### config.mk
export PLATFORM = sky130hd
export DESIGN_NAME = le_conn_update_command_framer_flat
export DESIGN_NICKNAME = d
export VERILOG_FILES = /design/src/design/lcuf_pkg.sv /design/src/design/lcuf_if.sv /design/src/design/lcuf_front.sv /design/src/design/lcuf_queue.sv /design/src/design/lcuf_back.sv /design/src/design/le_conn_update_command_framer.sv /design/src/flat_wrapper.sv
export SDC_FILE = /design/constraint.sdc
export NUM_CORES = 1
export LEC_CHECK = 0
export BUFFER_PORTS_ARGS = -buffer_cell sky130_fd_sc_hd__buf_2
export CELL_PAD_IN_SITES_DETAIL_PLACEMENT = 2
export CELL_PAD_IN_SITES_GLOBAL_PLACEMENT = 2
export CORE_MARGIN = 1
export CORE_UTILIZATION = 40
export DETAILED_ROUTE_END_ITERATION = 6
export PLACE_DENSITY = 0.74
export SLEW_MARGIN = 20
export SYNTH_ARGS = -nofsm -noshare
export SYNTH_HDL_FRONTEND = slang
export SYNTH_HIERARCHICAL = 1
export SYNTH_SLANG_ARGS = --single-unit
### constraint.sdc
create_clock -name clk -period 17.8 [get_ports clk]
set_clock_uncertainty 0.2 [all_clocks]
set_input_delay 3.56 -clock clk [delete_from_list [all_inputs] [get_ports clk]]
set_output_delay 3.56 -clock clk [all_outputs]
set_load 0.005 [all_outputs]
### src/design/lcuf_pkg.sv
package lcuf_pkg;

    localparam logic [7:0]  PKT_TYPE_COMMAND   = 8'h01;
    localparam logic [15:0] OPCODE_CONN_UPDATE = 16'h2013;
    localparam logic [7:0]  PARAM_LEN          = 8'd14;
    localparam logic [15:0] HANDLE_LIMIT       = 16'h0EFF;
    localparam logic [15:0] INTERVAL_LOW       = 16'd6;
    localparam logic [15:0] INTERVAL_HIGH      = 16'd3200;
    localparam logic [15:0] LATENCY_HIGH       = 16'd499;
    localparam logic [15:0] TIMEOUT_LOW        = 16'd10;
    localparam logic [15:0] TIMEOUT_HIGH       = 16'd3200;

    localparam int          PACKET_LEN = 18;
    localparam logic [4:0]  LAST_POS   = 5'(PACKET_LEN - 1);

    localparam int          QUEUE_DEPTH = 2;

    // One classified request as it waits between the front and the back.
    typedef struct packed {
        logic        ok;
        logic [15:0] conn_handle;
        logic [15:0] interval_min;
        logic [15:0] interval_max;
        logic [15:0] slave_latency;
        logic [15:0] timeout_units;
    } lcuf_req_t;

    typedef struct packed {
        logic push;
        logic full;
    } lcuf_wr_ctl_t;

    typedef struct packed {
        logic pop;
        logic empty;
    } lcuf_rd_ctl_t;

    function automatic logic [7:0] pkt_byte(input logic [4:0] pos, input lcuf_req_t r);
        logic [15:0] word;
        word = 16'h0000;
        unique case (pos[4:1])
            4'd0:    word = {OPCODE_CONN_UPDATE[7:0], PKT_TYPE_COMMAND};
            4'd1:    word = {PARAM_LEN, OPCODE_CONN_UPDATE[15:8]};
            4'd2:    word = r.conn_handle;
            4'd3:    word = r.interval_min;
            4'd4:    word = r.interval_max;
            4'd5:    word = r.slave_latency;
            4'd6:    word = r.timeout_units;
            default: word = 16'h0000;
        endcase
        return pos[0] ? word[15:8] : word[7:0];
    endfunction

endpackage

### src/design/lcuf_if.sv
interface lcuf_in_if;
    logic        valid;
    logic        ready;
    logic [15:0] conn_handle;
    logic [15:0] interval_min;
    logic [15:0] interval_max;
    logic [15:0] slave_latency;
    logic [15:0] timeout_units;

    modport source (
        output valid, conn_handle, interval_min, interval_max, slave_latency, timeout_units,
        input  ready
    );
    modport sink (
        input  valid, conn_handle, interval_min, interval_max, slave_latency, timeout_units,
        output ready
    );
endinterface

interface lcuf_out_if;
    logic       valid;
    logic       ready;
    logic [7:0] packet_byte;
    logic       last_byte;
    logic       rejected;

    modport source (
        output valid, packet_byte, last_byte, rejected,
        input  ready
    );
    modport sink (
        input  valid, packet_byte, last_byte, rejected,
        output ready
    );
endinterface

### src/design/lcuf_front.sv
module lcuf_front (
    lcuf_in_if.sink               req,
    input  logic                  q_full,
    output lcuf_pkg::lcuf_wr_ctl_t wr_ctl,
    output lcuf_pkg::lcuf_req_t   q_entry
);
    import lcuf_pkg::*;

    logic        limits_ok;
    logic [9:0]  latency_plus_one;
    logic [21:0] event_span;
    logic [21:0] timeout_x4;

    // The timeout test is halved on both sides: timeout * 4 > (1 + latency) * max.
    // The narrow operands are exact once the range checks have passed.
    assign latency_plus_one = {1'b0, req.slave_latency[8:0]} + 10'd1;
    assign event_span       = 22'(latency_plus_one) * 22'(req.interval_max[11:0]);
    assign timeout_x4       = {4'b0000, req.timeout_units, 2'b00};

    assign limits_ok = (req.conn_handle <= HANDLE_LIMIT)
                    && (req.interval_min >= INTERVAL_LOW)
                    && (req.interval_max <= INTERVAL_HIGH)
                    && (req.interval_min <= req.interval_max)
                    && (req.slave_latency <= LATENCY_HIGH)
                    && (req.timeout_units >= TIMEOUT_LOW)
                    && (req.timeout_units <= TIMEOUT_HIGH)
                    && (timeout_x4 > event_span);

    assign req.ready   = !q_full;
    assign wr_ctl.push = req.valid && !q_full;
    assign wr_ctl.full = q_full;

    assign q_entry.ok            = limits_ok;
    assign q_entry.conn_handle   = req.conn_handle;
    assign q_entry.interval_min  = req.interval_min;
    assign q_entry.interval_max  = req.interval_max;
    assign q_entry.slave_latency = req.slave_latency;
    assign q_entry.timeout_units = req.timeout_units;
endmodule

### src/design/lcuf_queue.sv
module lcuf_queue #(
    parameter int DEPTH = lcuf_pkg::QUEUE_DEPTH
) (
    input  logic                   clk,
    input  logic                   rst_n,
    input  logic                   push,
    input  lcuf_pkg::lcuf_req_t    wdata,
    output logic                   full,
    input  logic                   pop,
    output logic                   empty,
    output lcuf_pkg::lcuf_req_t    rdata
);
    import lcuf_pkg::*;

    localparam int PTR_W = (DEPTH > 1) ? $clog2(DEPTH) : 1;
    localparam int CNT_W = $clog2(DEPTH + 1);

    lcuf_req_t          slot_reg [DEPTH];
    logic [PTR_W-1:0]   wr_ptr_reg, wr_ptr_next;
    logic [PTR_W-1:0]   rd_ptr_reg, rd_ptr_next;
    logic [CNT_W-1:0]   count_reg, count_next;
    logic               do_push;
    logic               do_pop;

    assign full    = (count_reg == CNT_W'(DEPTH));
    assign empty   = (count_reg == '0);
    assign do_push = push && !full;
    assign do_pop  = pop && !empty;
    assign rdata   = slot_reg[rd_ptr_reg];

    always_comb
    begin
        wr_ptr_next = wr_ptr_reg;
        rd_ptr_next = rd_ptr_reg;
        count_next  = count_reg;
        if (do_push)
        begin
            wr_ptr_next = (wr_ptr_reg == PTR_W'(DEPTH - 1)) ? '0 : wr_ptr_reg + 1'b1;
        end
        if (do_pop)
        begin
            rd_ptr_next = (rd_ptr_reg == PTR_W'(DEPTH - 1)) ? '0 : rd_ptr_reg + 1'b1;
        end
        if (do_push && !do_pop)
        begin
            count_next = count_reg + 1'b1;
        end
        else if (do_pop && !do_push)
        begin
            count_next = count_reg - 1'b1;
        end
    end

    always_ff @(posedge clk or negedge rst_n)
    begin
        if (!rst_n)
        begin
            wr_ptr_reg <= '0;
            rd_ptr_reg <= '0;
            count_reg  <= '0;
        end
        else
        begin
            wr_ptr_reg <= wr_ptr_next;
            rd_ptr_reg <= rd_ptr_next;
            count_reg  <= count_next;
        end
    end

    always_ff @(posedge clk)
    begin
        if (do_push)
        begin
            slot_reg[wr_ptr_reg] <= wdata;
        end
    end
endmodule

### src/design/lcuf_back.sv
module lcuf_back (
    input  logic                   clk,
    input  logic                   rst_n,
    input  lcuf_pkg::lcuf_req_t    q_entry,
    output lcuf_pkg::lcuf_rd_ctl_t rd_ctl,
    input  logic                   q_empty,
    lcuf_out_if.source             pkt
);
    import lcuf_pkg::*;

    lcuf_req_t  cur_reg;
    logic       busy_reg, busy_next;
    logic [4:0] pos_reg, pos_next;
    logic       out_valid_reg, out_valid_next;
    logic [7:0] byte_reg;
    logic       last_reg;
    logic       rej_reg;
    logic       adv;
    logic       cur_last;
    logic       pop;

    // A rejected request is a single word; a good one runs to the final position.
    assign adv      = busy_reg && (!out_valid_reg || pkt.ready);
    assign cur_last = !cur_reg.ok || (pos_reg == LAST_POS);
    assign pop      = !q_empty && (!busy_reg || (adv && cur_last));

    assign rd_ctl.pop   = pop;
    assign rd_ctl.empty = q_empty;

    always_comb
    begin
        busy_next      = busy_reg;
        pos_next       = pos_reg;
        out_valid_next = out_valid_reg;
        if (pkt.ready)
        begin
            out_valid_next = 1'b0;
        end
        if (adv)
        begin
            out_valid_next = 1'b1;
            pos_next       = cur_last ? 5'd0 : pos_reg + 5'd1;
            if (cur_last)
            begin
                busy_next = 1'b0;
            end
        end
        if (pop)
        begin
            busy_next = 1'b1;
        end
    end

    always_ff @(posedge clk or negedge rst_n)
    begin
        if (!rst_n)
        begin
            busy_reg      <= 1'b0;
            pos_reg       <= 5'd0;
            out_valid_reg <= 1'b0;
        end
        else
        begin
            busy_reg      <= busy_next;
            pos_reg       <= pos_next;
            out_valid_reg <= out_valid_next;
        end
    end

    always_ff @(posedge clk)
    begin
        if (pop)
        begin
            cur_reg <= q_entry;
        end
        if (adv)
        begin
            byte_reg <= cur_reg.ok ? pkt_byte(pos_reg, cur_reg) : 8'h00;
            last_reg <= cur_last;
            rej_reg  <= !cur_reg.ok;
        end
    end

    assign pkt.valid       = out_valid_reg;
    assign pkt.packet_byte = byte_reg;
    assign pkt.last_byte   = last_reg;
    assign pkt.rejected    = rej_reg;
endmodule

### src/design/le_conn_update_command_framer.sv
// Channel  Role    Word
// req      sink    one connection update request (handle, intervals, latency, timeout)
// pkt      source  one command byte with last and rejected marks
//
// A good request becomes 18 words on pkt, one per cycle while pkt is ready; a rejected
// one is one word. The byte serializer sets the rate. The limit check and a two-entry
// queue sit ahead of it, so req keeps taking words while a packet is still being sent;
// a request passes the queue slot, cur_reg and the output register before pkt shows it.
// Reset clears the queue, the serializer and the output register; no clearing pass.
// A stall on pkt holds the current byte; req stalls only once the queue is full.
module le_conn_update_command_framer #(
    parameter int QUEUE_DEPTH = lcuf_pkg::QUEUE_DEPTH
) (
    input logic        clk,
    input logic        rst_n,
    lcuf_in_if.sink    req,
    lcuf_out_if.source pkt
);
    import lcuf_pkg::*;

    lcuf_wr_ctl_t wr_ctl;
    lcuf_rd_ctl_t rd_ctl;
    lcuf_req_t    front_entry;
    lcuf_req_t    back_entry;
    logic         q_full;
    logic         q_empty;

    lcuf_front u_front (
        .req     (req),
        .q_full  (q_full),
        .wr_ctl  (wr_ctl),
        .q_entry (front_entry)
    );

    lcuf_queue #(
        .DEPTH (QUEUE_DEPTH)
    ) u_queue (
        .clk   (clk),
        .rst_n (rst_n),
        .push  (wr_ctl.push),
        .wdata (front_entry),
        .full  (q_full),
        .pop   (rd_ctl.pop),
        .empty (q_empty),
        .rdata (back_entry)
    );

    lcuf_back u_back (
        .clk     (clk),
        .rst_n   (rst_n),
        .q_entry (back_entry),
        .rd_ctl  (rd_ctl),
        .q_empty (q_empty),
        .pkt     (pkt)
    );

    a_reject_is_single_zero: assert property (@(posedge clk) disable iff (!rst_n)
        pkt.valid && pkt.rejected |-> pkt.last_byte && (pkt.packet_byte == 8'h00))
        else $error("rejected word is not a single zero word");

    a_ready_only_when_full: assert property (@(posedge clk) disable iff (!rst_n)
        !req.ready |-> q_full)
        else $error("request side stalled with room in the queue");

    a_packet_not_interrupted: assert property (@(posedge clk) disable iff (!rst_n)
        pkt.valid && pkt.ready && !pkt.last_byte |=> !pkt.rejected)
        else $error("rejection appeared inside a packet");

    a_pop_has_entry: assert property (@(posedge clk) disable iff (!rst_n)
        rd_ctl.pop |-> !rd_ctl.empty)
        else $error("serializer took a word from an empty queue");

    a_push_has_room: assert property (@(posedge clk) disable iff (!rst_n)
        wr_ctl.push |-> !wr_ctl.full)
        else $error("front pushed a word into a full queue");
endmodule

### src/flat_wrapper.sv
// flat-port wrapper written by rule: the top's interface ports become plain ports
module le_conn_update_command_framer_flat import lcuf_pkg::*;
#(
    parameter int QUEUE_DEPTH = lcuf_pkg::QUEUE_DEPTH
)
  (clk, rst_n, req_valid, req_conn_handle, req_interval_min, req_interval_max, req_slave_latency, req_timeout_units, req_ready, pkt_valid, pkt_packet_byte, pkt_last_byte, pkt_rejected, pkt_ready);
  lcuf_in_if req_i ();
  lcuf_out_if pkt_i ();
  input logic clk;
  input logic rst_n;
  input wire logic [$bits(req_i.valid)-1:0] req_valid;
  input wire logic [$bits(req_i.conn_handle)-1:0] req_conn_handle;
  input wire logic [$bits(req_i.interval_min)-1:0] req_interval_min;
  input wire logic [$bits(req_i.interval_max)-1:0] req_interval_max;
  input wire logic [$bits(req_i.slave_latency)-1:0] req_slave_latency;
  input wire logic [$bits(req_i.timeout_units)-1:0] req_timeout_units;
  output wire logic [$bits(req_i.ready)-1:0] req_ready;
  output wire logic [$bits(pkt_i.valid)-1:0] pkt_valid;
  output wire logic [$bits(pkt_i.packet_byte)-1:0] pkt_packet_byte;
  output wire logic [$bits(pkt_i.last_byte)-1:0] pkt_last_byte;
  output wire logic [$bits(pkt_i.rejected)-1:0] pkt_rejected;
  input wire logic [$bits(pkt_i.ready)-1:0] pkt_ready;
  assign req_i.valid = req_valid;
  assign req_i.conn_handle = req_conn_handle;
  assign req_i.interval_min = req_interval_min;
  assign req_i.interval_max = req_interval_max;
  assign req_i.slave_latency = req_slave_latency;
  assign req_i.timeout_units = req_timeout_units;
  assign req_ready = req_i.ready;
  assign pkt_valid = pkt_i.valid;
  assign pkt_packet_byte = pkt_i.packet_byte;
  assign pkt_last_byte = pkt_i.last_byte;
  assign pkt_rejected = pkt_i.rejected;
  assign pkt_i.ready = pkt_ready;
  le_conn_update_command_framer #(.QUEUE_DEPTH(QUEUE_DEPTH)) u_core (.clk(clk), .rst_n(rst_n), .req(req_i), .pkt(pkt_i));
endmodule
==> results.md <==
* Status: finished, final reports clean
* Fin area at 17200 sq um
* Hold path cells at 1
* Worst Hold Class: reg2reg
* Crit path top cell by count: fa_1
* Switch Pwr at 0.00110 W
* Die area at 40800 sq um
* Setup Viol. Count Final at 0
* Type of the worst setup path: in2reg
* Clock power share at 0.196
* Initial core utilization at 0.410
* Max FFs per register at 162
* Clock transition at path regs at 0.06 ns
* Internal at 0.00182 W
* Core Box Area at 39000 sq um
* CP Capture Type: flop
* Net count, final at 1480
* Clock sink count at 264
* Total of max-cap violations at 0
* Global placer's final weighted congestion at 0.838
* WHS at 0.320 ns
* Max Slew Vio Count at 0
* Startpoint Class: input pin
* First-pass GRT wire length at 67400 um
* Clock tree buffer depth at 3
* CP bufs+invs at 3
* CP max-delay cell: xor2_1
* Tot Pwr at 0.00293 W
* Pre-Repair DR Iteration Count at 5
* Area growth syn-to-layout at 7.47%
* Via count at 9521
* Iteration-0 DRC Markers at 482
* IO Port Bufs at 95
* Tcrit/Tclk final at 0.626
* Vias in the first global route at 10700
* Final HPWL DP at 33400 um
* FILL cells at 3847
* Synth Instances at 1208
* Routed Antenna Nets at 0
* Share of cells above drive strength 1 at 0.204
* Post-DP Area at 16300 sq um
* VDD IR max at 79.4 uV
* FMAX at 89.7 MHz
* PwrDens at 170 nW/um^2
* Register-to-register path setup slack at 14.17 ns
* FF-to-FF path depth at 12
* Post_cts resized at 0
* Post-synthesis area per instance at 13.2 sq um
* Leak at 6.96 nW
* Rel. slew slack at 0.239
* Setup bufs post-CTS at 0
* FF-to-FF Start: u_core/u_back/pos_reg[1]$_DFFE_PN0N_
* Commonest non-fill, non-tap cell in the layout: edfxtp_1
* RSZ-0062 raised after global routing: false
* Yosys warnings at 6
* DR WL/cell at 25.2 um
* Total track usage at 0.222
* Remaining DRCs at 0
* Ant diodes at 0
* GR Overflow Total at 0
* Die W at 202 um
* Final Hold Fails at 0
* CTS Hold Bufs at 0
* Top delay family on crit path: adder cells
* Comb power frac at 0.447
* Sequential power share at 0.356
* Net Count, Synth at 1463
* End point of the worst hold path: u_core/u_back/pkt.valid$_DFFE_PN0P_
* Setup TNS at 0 ns
* CTS Root Cell: clkbuf_16
* Initial antenna violation count at 1
* Die Ht at 202 um
* Total CTS buffers at 28
* Most frequent cells in the layout: edfxtp_1, inv_1, buf_2
* CTS tree: done
* Worst R2R End: u_core/u_queue/count_reg[1]$_DFFE_PN0P_
* CP peak stage delay at 0.89 ns
* Row count at 72
* Slew @ Worst Pin at 1.14 ns
* Largest net degree at the start of global routing at 83
* Number of H-tree levels at 1
* Net Sw Frac at 0.377
* Clock latency on the worst-skew pair at 0.57 ns
* Crit path DAT at 11.31 ns
* CP max FO at 17
* Worst Path Required at 17.96 ns
* Routed WL at 44500 um
* HP Start: u_core/u_back/busy_reg$_DFFE_PN0P_
* I/O pins at 96
* Vias/cell at 5.39
* Mapped Area at 16000 sq um
* Tmin final at 11.15 ns
## worst max path at each step
| stage | end | cells past startpoint | slack [ns] | start |
|---|---|---|---|---|
| 2_1_floorplan | u_core/u_queue/slot_reg[0][80]$_DFFE_PP_ | 31 | 7.44 | req_slave_latency[2] |
| 3_3_place_gp | u_core/u_queue/slot_reg[0][80]$_DFFE_PP_ | 29 | 6.44 | req_slave_latency[2] |
| 3_5_place_dp | u_core/u_queue/slot_reg[1][80]$_DFFE_PP_ | 27 | 6.15 | req_slave_latency[0] |
| 4_1_cts | u_core/u_queue/slot_reg[1][80]$_DFFE_PP_ | 27 | 6.68 | req_slave_latency[0] |
| 5_1_grt | u_core/u_queue/slot_reg[1][80]$_DFFE_PP_ | 28 | 6.17 | req_slave_latency[2] |
| 6_report | u_core/u_queue/slot_reg[1][80]$_DFFE_PP_ | 27 | 6.65 | req_slave_latency[0] |
## worst register-to-register path: cells and delay by family, from the launching register on
kind,cells,cell delay (ns)
buf+inv,3,1.15
compound gates,3,0.86
fa+ha+maj,2,0.49
flops,1,0.36
xor+xnor,2,0.30
simple gates,2,0.21
## routing by layer
metal | share of wire | track usage | vias up | routed length (um)
met2 | 0.52 | 0.397 | 251 | 23000
met4 | 0.033 | 0.0779 | 0 | 1480
met1 | 0.41 | 0.276 | 4936 | 18300
met5 | 0 | 0 | - | 0
met3 | 0.039 | 0.0252 | 77 | 1740
li1 | - | - | 4257 | -
## per-stage QoR
stage / instances / utilization / worst slack (ns)
2_1_floorplan: 1208 / - / 7.44
3_3_place_gp: 1713 / 0.417 / 6.44
3_5_place_dp: 1713 / 0.417 / 6.15
4_1_cts: 1765 / 0.440 / 6.68
5_1_grt: 1765 / 0.440 / 6.17
6_report: 1765 / 0.440 / 6.65
## power groups by stage
stage	logic, W	registers [W]	clock network [W]
finish	0.00131	0.00104	0.000575
global route	0.00145	0.00106	0.000605
CTS	0.00133	0.00105	0.000587
detailed placement	0.00132	0.00106	0
global placement	0.00125	0.00104	0
floorplan	0.00101	0.000998	0
## final cells by class
cell class | count | area, sq um | share of cell area
tap | 518 | 648 | 0.0377
multi-input combinational | 711 | 6760 | 0.394
clock buffer | 36 | 731 | 0.0425
sequential | 264 | 7880 | 0.458
clock inverter | 16 | 173 | 0.0101
inverter | 114 | 428 | 0.0249
timing repair buffer | 106 | 562 | 0.0327
(Power assumes the default switching activity.)
